<file path="src/hw/rtl/tfas_pkg.sv">
// Shared types and constants for the tile frame animation sequencer.
// Holds the operation codes, the frame entry layout and the memory request struct.
// No dependencies.
package tfas_pkg;

    localparam int OP_W     = 2;
    localparam int TIME_W   = 16;
    localparam int SLOT_W   = 6;
    localparam int TILE_W   = 16;
    localparam int DUR_W    = 16;
    localparam int UNUSED_W = 32;
    localparam int CNT_W    = 7;
    // Frame index and memory address width; wide enough to follow any count value
    localparam int IDX_W    = CNT_W;

    typedef enum logic [OP_W-1:0] {
        OP_ADVANCE = 2'd0,
        OP_RESET   = 2'd1,
        OP_WRITE   = 2'd2,
        OP_NONE    = 2'd3
    } t_op;

    typedef enum logic [2:0] {
        S_IDLE,
        S_BEFORE,
        S_STEP,
        S_RELOAD,
        S_FINAL
    } t_state;

    typedef struct packed {
        logic [DUR_W-1:0]  dur;
        logic [TILE_W-1:0] tile;
    } t_entry;

    typedef struct packed {
        logic             wr_en;
        logic [IDX_W-1:0] wr_addr;
        t_entry           wr_data;
        logic [IDX_W-1:0] rd_addr;
    } t_mem_req;

endpackage

</file>
<file path="src/hw/rtl/tfas_if.sv">
// Valid/ready channel interfaces for operation items and result items.
// Depends on tfas_pkg for field widths.
interface tfas_in_if;
    logic                        valid;
    logic                        ready;
    logic [tfas_pkg::OP_W-1:0]   op;
    logic [tfas_pkg::TIME_W-1:0] elapsed_ms;
    logic [tfas_pkg::SLOT_W-1:0] frame_slot;
    logic [tfas_pkg::TILE_W-1:0] frame_tile;
    logic [tfas_pkg::DUR_W-1:0]  frame_duration;

    modport source (output valid, op, elapsed_ms, frame_slot, frame_tile, frame_duration,
                    input ready);
    modport sink   (input valid, op, elapsed_ms, frame_slot, frame_tile, frame_duration,
                    output ready);
endinterface

interface tfas_out_if;
    logic                        valid;
    logic                        ready;
    logic                        tile_changed;
    logic [tfas_pkg::TILE_W-1:0] current_tile;
    logic [tfas_pkg::SLOT_W-1:0] current_frame;

    modport source (output valid, tile_changed, current_tile, current_frame, input ready);
    modport sink   (input valid, tile_changed, current_tile, current_frame, output ready);
endinterface

</file>
<file path="src/hw/rtl/tile_frame_animation_sequencer_unit.sv">
// Tile frame animation sequencer top level: operation sequencer and result register.
// Depends on tfas_pkg, tfas_if and tfas_frame_mem.
//
//  channel  | dir | handshake     | payload
//  ---------+-----+---------------+-----------------------------------------------
//  i_in     | in  | valid/ready   | op, elapsed_ms, frame_slot, frame_tile, duration
//  o_out    | out | valid/ready   | tile_changed, current_tile, current_frame
//  cfg      | in  | i_cfg_we      | i_cfg_data = frame_count
//
// An item passes the before state, then the step state while an advance steps frames
// (else the reload state), then the final state, where the result register loads;
// each step is one read of the frame table memory. The next transfer is taken in idle.
// One item is in work at a time; the next transfer is taken once the result is
// loaded into the output register, even while that result still waits.
// Reset is synchronous, active low; the frame table is not cleared and reads of
// never written entries are undefined. A stalled output holds the sequencer in its
// final state.
module tile_frame_animation_sequencer_unit #(
    parameter int MAX_FRAMES = 64
) (
    input  logic                     i_clk,
    input  logic                     i_rst_n,
    tfas_in_if.sink                  i_in,
    tfas_out_if.source               o_out,
    input  logic                     i_cfg_we,
    input  logic [tfas_pkg::CNT_W-1:0] i_cfg_data
);
    import tfas_pkg::*;

    localparam int CNT_CAP = (MAX_FRAMES > 127) ? 127 : MAX_FRAMES;

    t_state                r_state, n_state;
    logic [IDX_W-1:0]      r_index, n_index;
    logic [UNUSED_W-1:0]   r_unused, n_unused;
    logic [CNT_W-1:0]      r_frame_count;
    t_op                   r_op, n_op;
    logic [TIME_W-1:0]     r_elapsed, n_elapsed;
    logic [SLOT_W-1:0]     r_slot, n_slot;
    t_entry                r_wentry, n_wentry;
    logic [TILE_W-1:0]     r_before, n_before;
    logic                  r_out_valid, n_out_valid;
    logic                  r_out_changed, n_out_changed;
    logic [TILE_W-1:0]     r_out_tile, n_out_tile;
    logic [SLOT_W-1:0]     r_out_frame, n_out_frame;

    t_mem_req              mem_req;
    t_entry                rd_data;
    logic [CNT_W-1:0]      count;
    logic                  animated;
    logic [UNUSED_W:0]     sum;
    logic [UNUSED_W-1:0]   dur_ext;
    logic                  step;
    logic [IDX_W:0]        idx_inc;
    logic [IDX_W-1:0]      idx_next;
    logic [TILE_W-1:0]     after_tile;

    tfas_frame_mem #(
        .DEPTH(MAX_FRAMES)
    ) u_frame_mem (
        .i_clk    (i_clk),
        .i_req    (mem_req),
        .o_rd_data(rd_data)
    );

    assign count    = (r_frame_count > CNT_W'(CNT_CAP)) ? CNT_W'(CNT_CAP) : r_frame_count;
    assign animated = (count != '0);
    assign sum      = {1'b0, r_unused} + (UNUSED_W+1)'(r_elapsed);
    assign dur_ext  = UNUSED_W'(rd_data.dur);
    assign step     = (rd_data.dur != '0) && (r_unused > dur_ext);
    assign idx_inc  = {1'b0, r_index} + (IDX_W+1)'(1);
    // Wrap at the count; a stale index past the count wraps too
    assign idx_next = (idx_inc >= {1'b0, count}) ? '0 : idx_inc[IDX_W-1:0];
    assign after_tile = animated ? rd_data.tile : '0;

    always_comb begin
        n_state       = r_state;
        n_index       = r_index;
        n_unused      = r_unused;
        n_op          = r_op;
        n_elapsed     = r_elapsed;
        n_slot        = r_slot;
        n_wentry      = r_wentry;
        n_before      = r_before;
        n_out_valid   = r_out_valid;
        n_out_changed = r_out_changed;
        n_out_tile    = r_out_tile;
        n_out_frame   = r_out_frame;
        mem_req.wr_en   = 1'b0;
        mem_req.wr_addr = IDX_W'(r_slot);
        mem_req.wr_data = r_wentry;
        mem_req.rd_addr = r_index;
        i_in.ready    = 1'b0;

        if (r_out_valid && o_out.ready) begin
            n_out_valid = 1'b0;
        end

        unique case (r_state)
            S_IDLE: begin
                i_in.ready = 1'b1;
                if (i_in.valid) begin
                    n_op          = t_op'(i_in.op);
                    n_elapsed     = i_in.elapsed_ms;
                    n_slot        = i_in.frame_slot;
                    n_wentry.tile = i_in.frame_tile;
                    n_wentry.dur  = i_in.frame_duration;
                    n_state       = S_BEFORE;
                end
            end
            S_BEFORE: begin
                // Read data is the current frame before the operation
                n_before = rd_data.tile;
                n_state  = S_RELOAD;
                case (r_op) inside
                    OP_ADVANCE: begin
                        if (animated) begin
                            n_unused = sum[UNUSED_W] ? '1 : sum[UNUSED_W-1:0];
                            n_state  = S_STEP;
                        end
                    end
                    OP_RESET, OP_WRITE: begin
                        if (animated) begin
                            n_index  = '0;
                            n_unused = '0;
                        end
                        if (r_op == OP_WRITE && 32'(r_slot) < MAX_FRAMES) begin
                            mem_req.wr_en = 1'b1;
                        end
                    end
                    default: begin
                    end
                endcase
            end
            S_STEP: begin
                if (step) begin
                    // Advance one frame and fetch it for the next compare
                    n_unused        = r_unused - dur_ext;
                    n_index         = idx_next;
                    mem_req.rd_addr = idx_next;
                end else begin
                    n_state = S_FINAL;
                end
            end
            S_RELOAD: begin
                n_state = S_FINAL;
            end
            S_FINAL: begin
                if (!r_out_valid || o_out.ready) begin
                    n_out_valid   = 1'b1;
                    n_out_changed = animated && (r_op != OP_NONE) && (after_tile != r_before);
                    n_out_tile    = after_tile;
                    n_out_frame   = r_index[SLOT_W-1:0];
                    n_state       = S_IDLE;
                end
            end
            default: begin
                n_state = S_IDLE;
            end
        endcase
    end

    always_ff @(posedge i_clk) begin
        if (!i_rst_n) begin
            r_state       <= S_IDLE;
            r_index       <= '0;
            r_unused      <= '0;
            r_frame_count <= '0;
            r_out_valid   <= 1'b0;
        end else begin
            r_state     <= n_state;
            r_index     <= n_index;
            r_unused    <= n_unused;
            r_out_valid <= n_out_valid;
            if (i_cfg_we) begin
                r_frame_count <= i_cfg_data;
            end
        end
    end

    always_ff @(posedge i_clk) begin
        r_op          <= n_op;
        r_elapsed     <= n_elapsed;
        r_slot        <= n_slot;
        r_wentry      <= n_wentry;
        r_before      <= n_before;
        r_out_changed <= n_out_changed;
        r_out_tile    <= n_out_tile;
        r_out_frame   <= n_out_frame;
    end

    assign o_out.valid         = r_out_valid;
    assign o_out.tile_changed  = r_out_changed;
    assign o_out.current_tile  = r_out_tile;
    assign o_out.current_frame = r_out_frame;

    // After an advance settles, leftover time never exceeds a nonzero duration
    a_step_settled: assert property (@(posedge i_clk) disable iff (!i_rst_n)
        r_state == S_FINAL && r_op == OP_ADVANCE && animated && rd_data.dur != '0
        |-> r_unused <= dur_ext)
        else $error("advance ended with unused time above frame duration");

    // Reset and write operations leave frame 0 with no unused time when animated
    a_restart: assert property (@(posedge i_clk) disable iff (!i_rst_n)
        r_state == S_FINAL && (r_op == OP_RESET || r_op == OP_WRITE) && animated
        |-> r_index == '0 && r_unused == '0)
        else $error("restart did not clear index and unused time");

    // Without animation nothing moves
    a_frozen: assert property (@(posedge i_clk) disable iff (!i_rst_n)
        r_state == S_BEFORE && !animated |=> $stable(r_index) && $stable(r_unused))
        else $error("index or unused time moved while not animated");

    // Table writes come only from a frame write operation
    a_write_src: assert property (@(posedge i_clk) disable iff (!i_rst_n)
        mem_req.wr_en |-> r_state == S_BEFORE && r_op == OP_WRITE)
        else $error("frame table written outside a frame write");

endmodule

</file>
<file path="src/hw/rtl/tfas_frame_mem.sv">
// Frame table memory: one write port, one read port, registered read data.
// Depends on tfas_pkg for the entry layout and request struct.
module tfas_frame_mem #(
    parameter int DEPTH = 64
) (
    input  logic               i_clk,
    input  tfas_pkg::t_mem_req i_req,
    output tfas_pkg::t_entry   o_rd_data
);
    import tfas_pkg::*;

    localparam int AW = (DEPTH > 1) ? $clog2(DEPTH) : 1;

    t_entry r_mem [DEPTH];
    t_entry r_rd_data;

    always_ff @(posedge i_clk) begin
        if (i_req.wr_en) begin
            r_mem[AW'(i_req.wr_addr)] <= i_req.wr_data;
        end
    end

    always_ff @(posedge i_clk) begin
        r_rd_data <= r_mem[AW'(i_req.rd_addr)];
    end

    assign o_rd_data = r_rd_data;

endmodule

</file>
<file path="src/flat_wrapper.sv">
// flat-port wrapper written by rule: the top's interface ports become plain ports
module tile_frame_animation_sequencer_unit_flat import tfas_pkg::*;
#(
    parameter int MAX_FRAMES = 64
)
  (i_clk, i_rst_n, i_cfg_we, i_cfg_data, i_in_valid, i_in_op, i_in_elapsed_ms, i_in_frame_slot, i_in_frame_tile, i_in_frame_duration, i_in_ready, o_out_valid, o_out_tile_changed, o_out_current_tile, o_out_current_frame, o_out_ready);
  tfas_in_if i_in_i ();
  tfas_out_if o_out_i ();
  input  logic i_clk;
  input  logic i_rst_n;
  input  logic i_cfg_we;
  input  logic [tfas_pkg::CNT_W-1:0] i_cfg_data;
  input wire logic [$bits(i_in_i.valid)-1:0] i_in_valid;
  input wire logic [$bits(i_in_i.op)-1:0] i_in_op;
  input wire logic [$bits(i_in_i.elapsed_ms)-1:0] i_in_elapsed_ms;
  input wire logic [$bits(i_in_i.frame_slot)-1:0] i_in_frame_slot;
  input wire logic [$bits(i_in_i.frame_tile)-1:0] i_in_frame_tile;
  input wire logic [$bits(i_in_i.frame_duration)-1:0] i_in_frame_duration;
  output wire logic [$bits(i_in_i.ready)-1:0] i_in_ready;
  output wire logic [$bits(o_out_i.valid)-1:0] o_out_valid;
  output wire logic [$bits(o_out_i.tile_changed)-1:0] o_out_tile_changed;
  output wire logic [$bits(o_out_i.current_tile)-1:0] o_out_current_tile;
  output wire logic [$bits(o_out_i.current_frame)-1:0] o_out_current_frame;
  input wire logic [$bits(o_out_i.ready)-1:0] o_out_ready;
  assign i_in_i.valid = i_in_valid;
  assign i_in_i.op = i_in_op;
  assign i_in_i.elapsed_ms = i_in_elapsed_ms;
  assign i_in_i.frame_slot = i_in_frame_slot;
  assign i_in_i.frame_tile = i_in_frame_tile;
  assign i_in_i.frame_duration = i_in_frame_duration;
  assign i_in_ready = i_in_i.ready;
  assign o_out_valid = o_out_i.valid;
  assign o_out_tile_changed = o_out_i.tile_changed;
  assign o_out_current_tile = o_out_i.current_tile;
  assign o_out_current_frame = o_out_i.current_frame;
  assign o_out_i.ready = o_out_ready;
  tile_frame_animation_sequencer_unit #(.MAX_FRAMES(MAX_FRAMES)) u_core (.i_clk(i_clk), .i_rst_n(i_rst_n), .i_in(i_in_i), .o_out(o_out_i), .i_cfg_we(i_cfg_we), .i_cfg_data(i_cfg_data));
endmodule
</file>
<file path="config.mk">
export PLATFORM = sky130hd
export DESIGN_NAME = tile_frame_animation_sequencer_unit_flat
export DESIGN_NICKNAME = d
export VERILOG_FILES = /design/src/hw/rtl/tfas_pkg.sv /design/src/hw/rtl/tfas_if.sv /design/src/hw/rtl/tile_frame_animation_sequencer_unit.sv /design/src/hw/rtl/tfas_frame_mem.sv /design/src/flat_wrapper.sv
export SDC_FILE = /design/constraint.sdc
export NUM_CORES = 2
export LEC_CHECK = 0
export BUFFER_PORTS_ARGS = -buffer_cell sky130_fd_sc_hd__buf_2
export CAP_MARGIN = 5
export CORE_MARGIN = 5
export CORE_UTILIZATION = 23
export DETAILED_ROUTE_END_ITERATION = 8
export SLEW_MARGIN = 40
export SYNTH_ARGS = -nofsm -noshare
export SYNTH_HDL_FRONTEND = slang
export SYNTH_SLANG_ARGS = --single-unit
</file>
<file path="constraint.sdc">
create_clock -name i_clk -period 9.9 [get_ports i_clk]
set_clock_uncertainty 0.2 [all_clocks]
set_input_delay 0.99 -clock i_clk [delete_from_list [all_inputs] [get_ports i_clk]]
set_output_delay 0.99 -clock i_clk [all_outputs]
set_load 0.01 [all_outputs]
</file>
==> results.yml <==
power:
  pwr-share-seq: 0.509
  p_leak_nw: 34.4
  comb_power_share: 0.101
  power_density_nw_per_um2: 204
  ir_drop_mv: 0.137
  p_int_w: 0.0159
  switching_power_w: 0.00511
  p_sw_frac: 0.243
  clkPwrFrac: 0.390
worst_setup_path:
  cp_max_fo: 35
  cp-end-kind: "flop"
  required_ns: 10.50
  startpoint_type: "flop"
  cp.arrival_ns: 7.67
  crit_chain: "ha_1, and2_1, nand2_1, xnor2_1, inv_1, ha_1, nand3_1, nand2_1, a211oi_1, nand2_1, nor2_1, a22oi_2, buf_4, nor2_4, buf_4, buf_4, nor4_1, o21ai_0, o32a_1"
  slowest_delay_ns: 0.79
  critPathKind: "reg2reg"
  critPathSlowestCell: "o21ai_0"
drt:
  drtPass1Iterations: 5
  ant_nets: 0
  routed-via-count: 55000
  routed_via_density: 4.74
  dr.first_iter.drc_count: 6704
  drc: 0
  finalWirelength_mm: 266
  wl_per_cell_um: 22.9
synth:
  async_flop_share: 0
  synth_warnings: 0
  yosysMostFrequentCell: "edfxtp_1"
  avgSynthCellArea_um2: 14.1
  synthCells: 6257
  ys_types: 61
  netlist.top_cell.by_area: "edfxtp_1"
  yosys.area_share.simple: 0.0885
  synth-xor-area-share: 0.00467
  syn-num-nets: 6370
  synth-edff-count: 2143
  ys_seq_elements: 2225
  synth-seq-area-share: 0.748
  synth_top_family_by_area: "simple AND/OR/NAND/NOR gates"
  yosys.area.top_type_share: 0.730
  synth_flop_cell: "edfxtp_1"
  yosys-mux-area-fraction: 0.0525
  synth_compound_gate_area_share: 0.0817
  synth-adder-area-share: 0.00655
  synth_commonest_cells: "edfxtp_1, nand2_1, a21oi_1"
  netlist_area_um2: 88200
  synthTopCellsByArea: "edfxtp_1, nand2_1, mux2i_1"
cts:
  clk_root_buffer_cell: "clkbuf_16"
  cts_resized: 0
  postCtsSetupRepairBufs: 0
  cts.sinks: 2225
  clockBufferDepth: 4
  clk_pin_slew_ns: 0.06
  hold_buffers: 0
  h-tree-depth: 4
  cts-buffers-inserted: 218
  clkLatencyLatePin_ns: 0.90
  cts_tree: "built"
grt:
  antenna_found_initial: 13
  grt_pass1_wl_mm: 379
  globalRouteMet2Util: 0.212
  met1_usage: 0.167
  grt_use_met3: 0.0233
  grt_max_degree: 160
  busiest_layer: "met2"
  grt_usage: 0.128
  grt_pass1_vias: 53000
  overflow: 0
timing:
  hold_ws_ns: 0.0831
  slew_viol_final: 0
  relSlewSlack: 0.337
  hold_viol_final: 0
  setup_tns_ns: 0
  worst_pin_slew_ns: 0.984
  rsz0062_at_grt: "no"
  finalCriticalPeriod_ns: 7.07
  fin_crit_sh: 0.714
  fin_ws_ns: 2.83
  max_freq_mhz: 141
  setup_viol: 0
die:
  row_count: 227
  core_region_area_um2: 382000
  ios: 93
  start_util: 0.231
  fp.dieW_um: 629
  die_area_um2: 396000
  die_h_um: 629
min_path:
  holdCritPathClass: "in2reg"
layout:
  fin_util: 0.269
  nets: 6493
  drive_gt1_frac: 0.104
  area_growth_pct: 16.7
placed_design:
  dpl.hpwl_mm: 146
  gp_congestion: 0.817
  dp_slack_ns: 3.02
  portBuffers: 92
job:
  max_cap_violations: 0
outcome:
  outcome: "finished clean"
cells by family (layout without fill, tap and decap cells):
family                     Yosys count  count (layout)
DFF                               2225            2225
and+or+nand+nor                   1821            1821
AOI/OAI and AO/OA                 1254            1254
muxes                              462             462
buffers and inverters              403             701
xor gates and xnor gates            47              47
adders and majority gates           45              45
other                                0               4
critical path, delay by kind of cell, from the launching register on:
| family | cells | cell delay, ns |
|---|---|---|
| AO/OA/AOI/OAI | 4 | 1.64 |
| buffers and inverters | 4 | 1.45 |
| flip-flops | 1 | 0.63 |
| AND/OR/NAND/NOR | 8 | 1.98 |
| XOR/XNOR | 1 | 0.32 |
| adder cells (fa/ha/maj) | 2 | 0.76 |
state kept, by name (all words and copies together), names as in the netlist, 16 cells and up:
name / cells
u_core.u_frame_mem.r_mem: 2048
u_core.mem_req: 32
u_core.r_elapsed: 16
u_core.o_out.current_tile: 16
u_core.r_before: 16
u_core.u_frame_mem.o_rd_data: 32
u_core.r_unused: 32
per-layer routing:
layer | share of wire | wire length, um | up-vias
met5 | 0.00015 | 41 | -
met4 | 0.035 | 9230 | 6
met3 | 0.091 | 24200 | 466
met2 | 0.48 | 127000 | 2777
met1 | 0.40 | 106000 | 27900
li1 | - | - | 23800
power by group through the flow:
stage	clock network [W]	registers, W	logic, W
floorplan	0	0.0110	0.00125
global placement	0	0.0109	0.00203
detailed placement	0	0.0109	0.00208
CTS	0.00832	0.0107	0.00209
global route	0.00871	0.0107	0.00228
finish	0.00819	0.0107	0.00211
stage by stage:
step | cell area, um2 | total power [W] | cells
finish | 103000 | 0.0210 | 11600
global route | 103000 | 0.0217 | 11600
CTS | 103000 | 0.0211 | 11600
detailed placement | 95800 | 0.0130 | 11200
global placement | 95700 | 0.0129 | 11200
floorplan | 88200 | 0.0122 | 6257
cells in the final DEF (no fill, tap or decap), drive strengths merged, types with 43 or more instances in the layout:
cell type,instances
edfxtp,2143
nand2,1281
a21oi,686
mux2i,460
clkbuf,295
buf,270
nor4,211
o21ai,193
o22ai,161
nor2,137
dfxtp,82
clkinv,66
nor3,58
ha,43
inv,43
worst paths after layout:
kind	cells past startpoint	slack (ns)	end	startpoint
min reg2reg	0	0.23	u_core.r_before[2]$_DFFE_PP_	u_core.u_frame_mem.o_rd_data[2]$_DFF_P_
max reg2reg	19	2.83	u_core.u_frame_mem.o_rd_data[13]$_DFF_P_	u_core.r_index[0]$_SDFFE_PN0P_
max	19	2.83	u_core.u_frame_mem.o_rd_data[13]$_DFF_P_	u_core.r_index[0]$_SDFFE_PN0P_
min	1	0.08	u_core.mem_req[30]$_DFFE_PP_	i_in_frame_duration[7]
area by class of cell:
| cell class | instances | area (um2) |
|---|---|---|
| Fill cell | 38500 | 279000 |
| Sequential cell | 2225 | 66000 |
| Multi-Input combinational cell | 3629 | 21400 |
| Tap cell | 5038 | 6300 |
| Clock buffer | 295 | 5860 |
| Timing Repair Buffer | 270 | 2090 |
| Clock inverter | 100 | 1100 |
| Inverter | 36 | 135 |
| Antenna cell | 4 | 10.0 |
No activity file was read; power rests on OpenSTA's default activity.
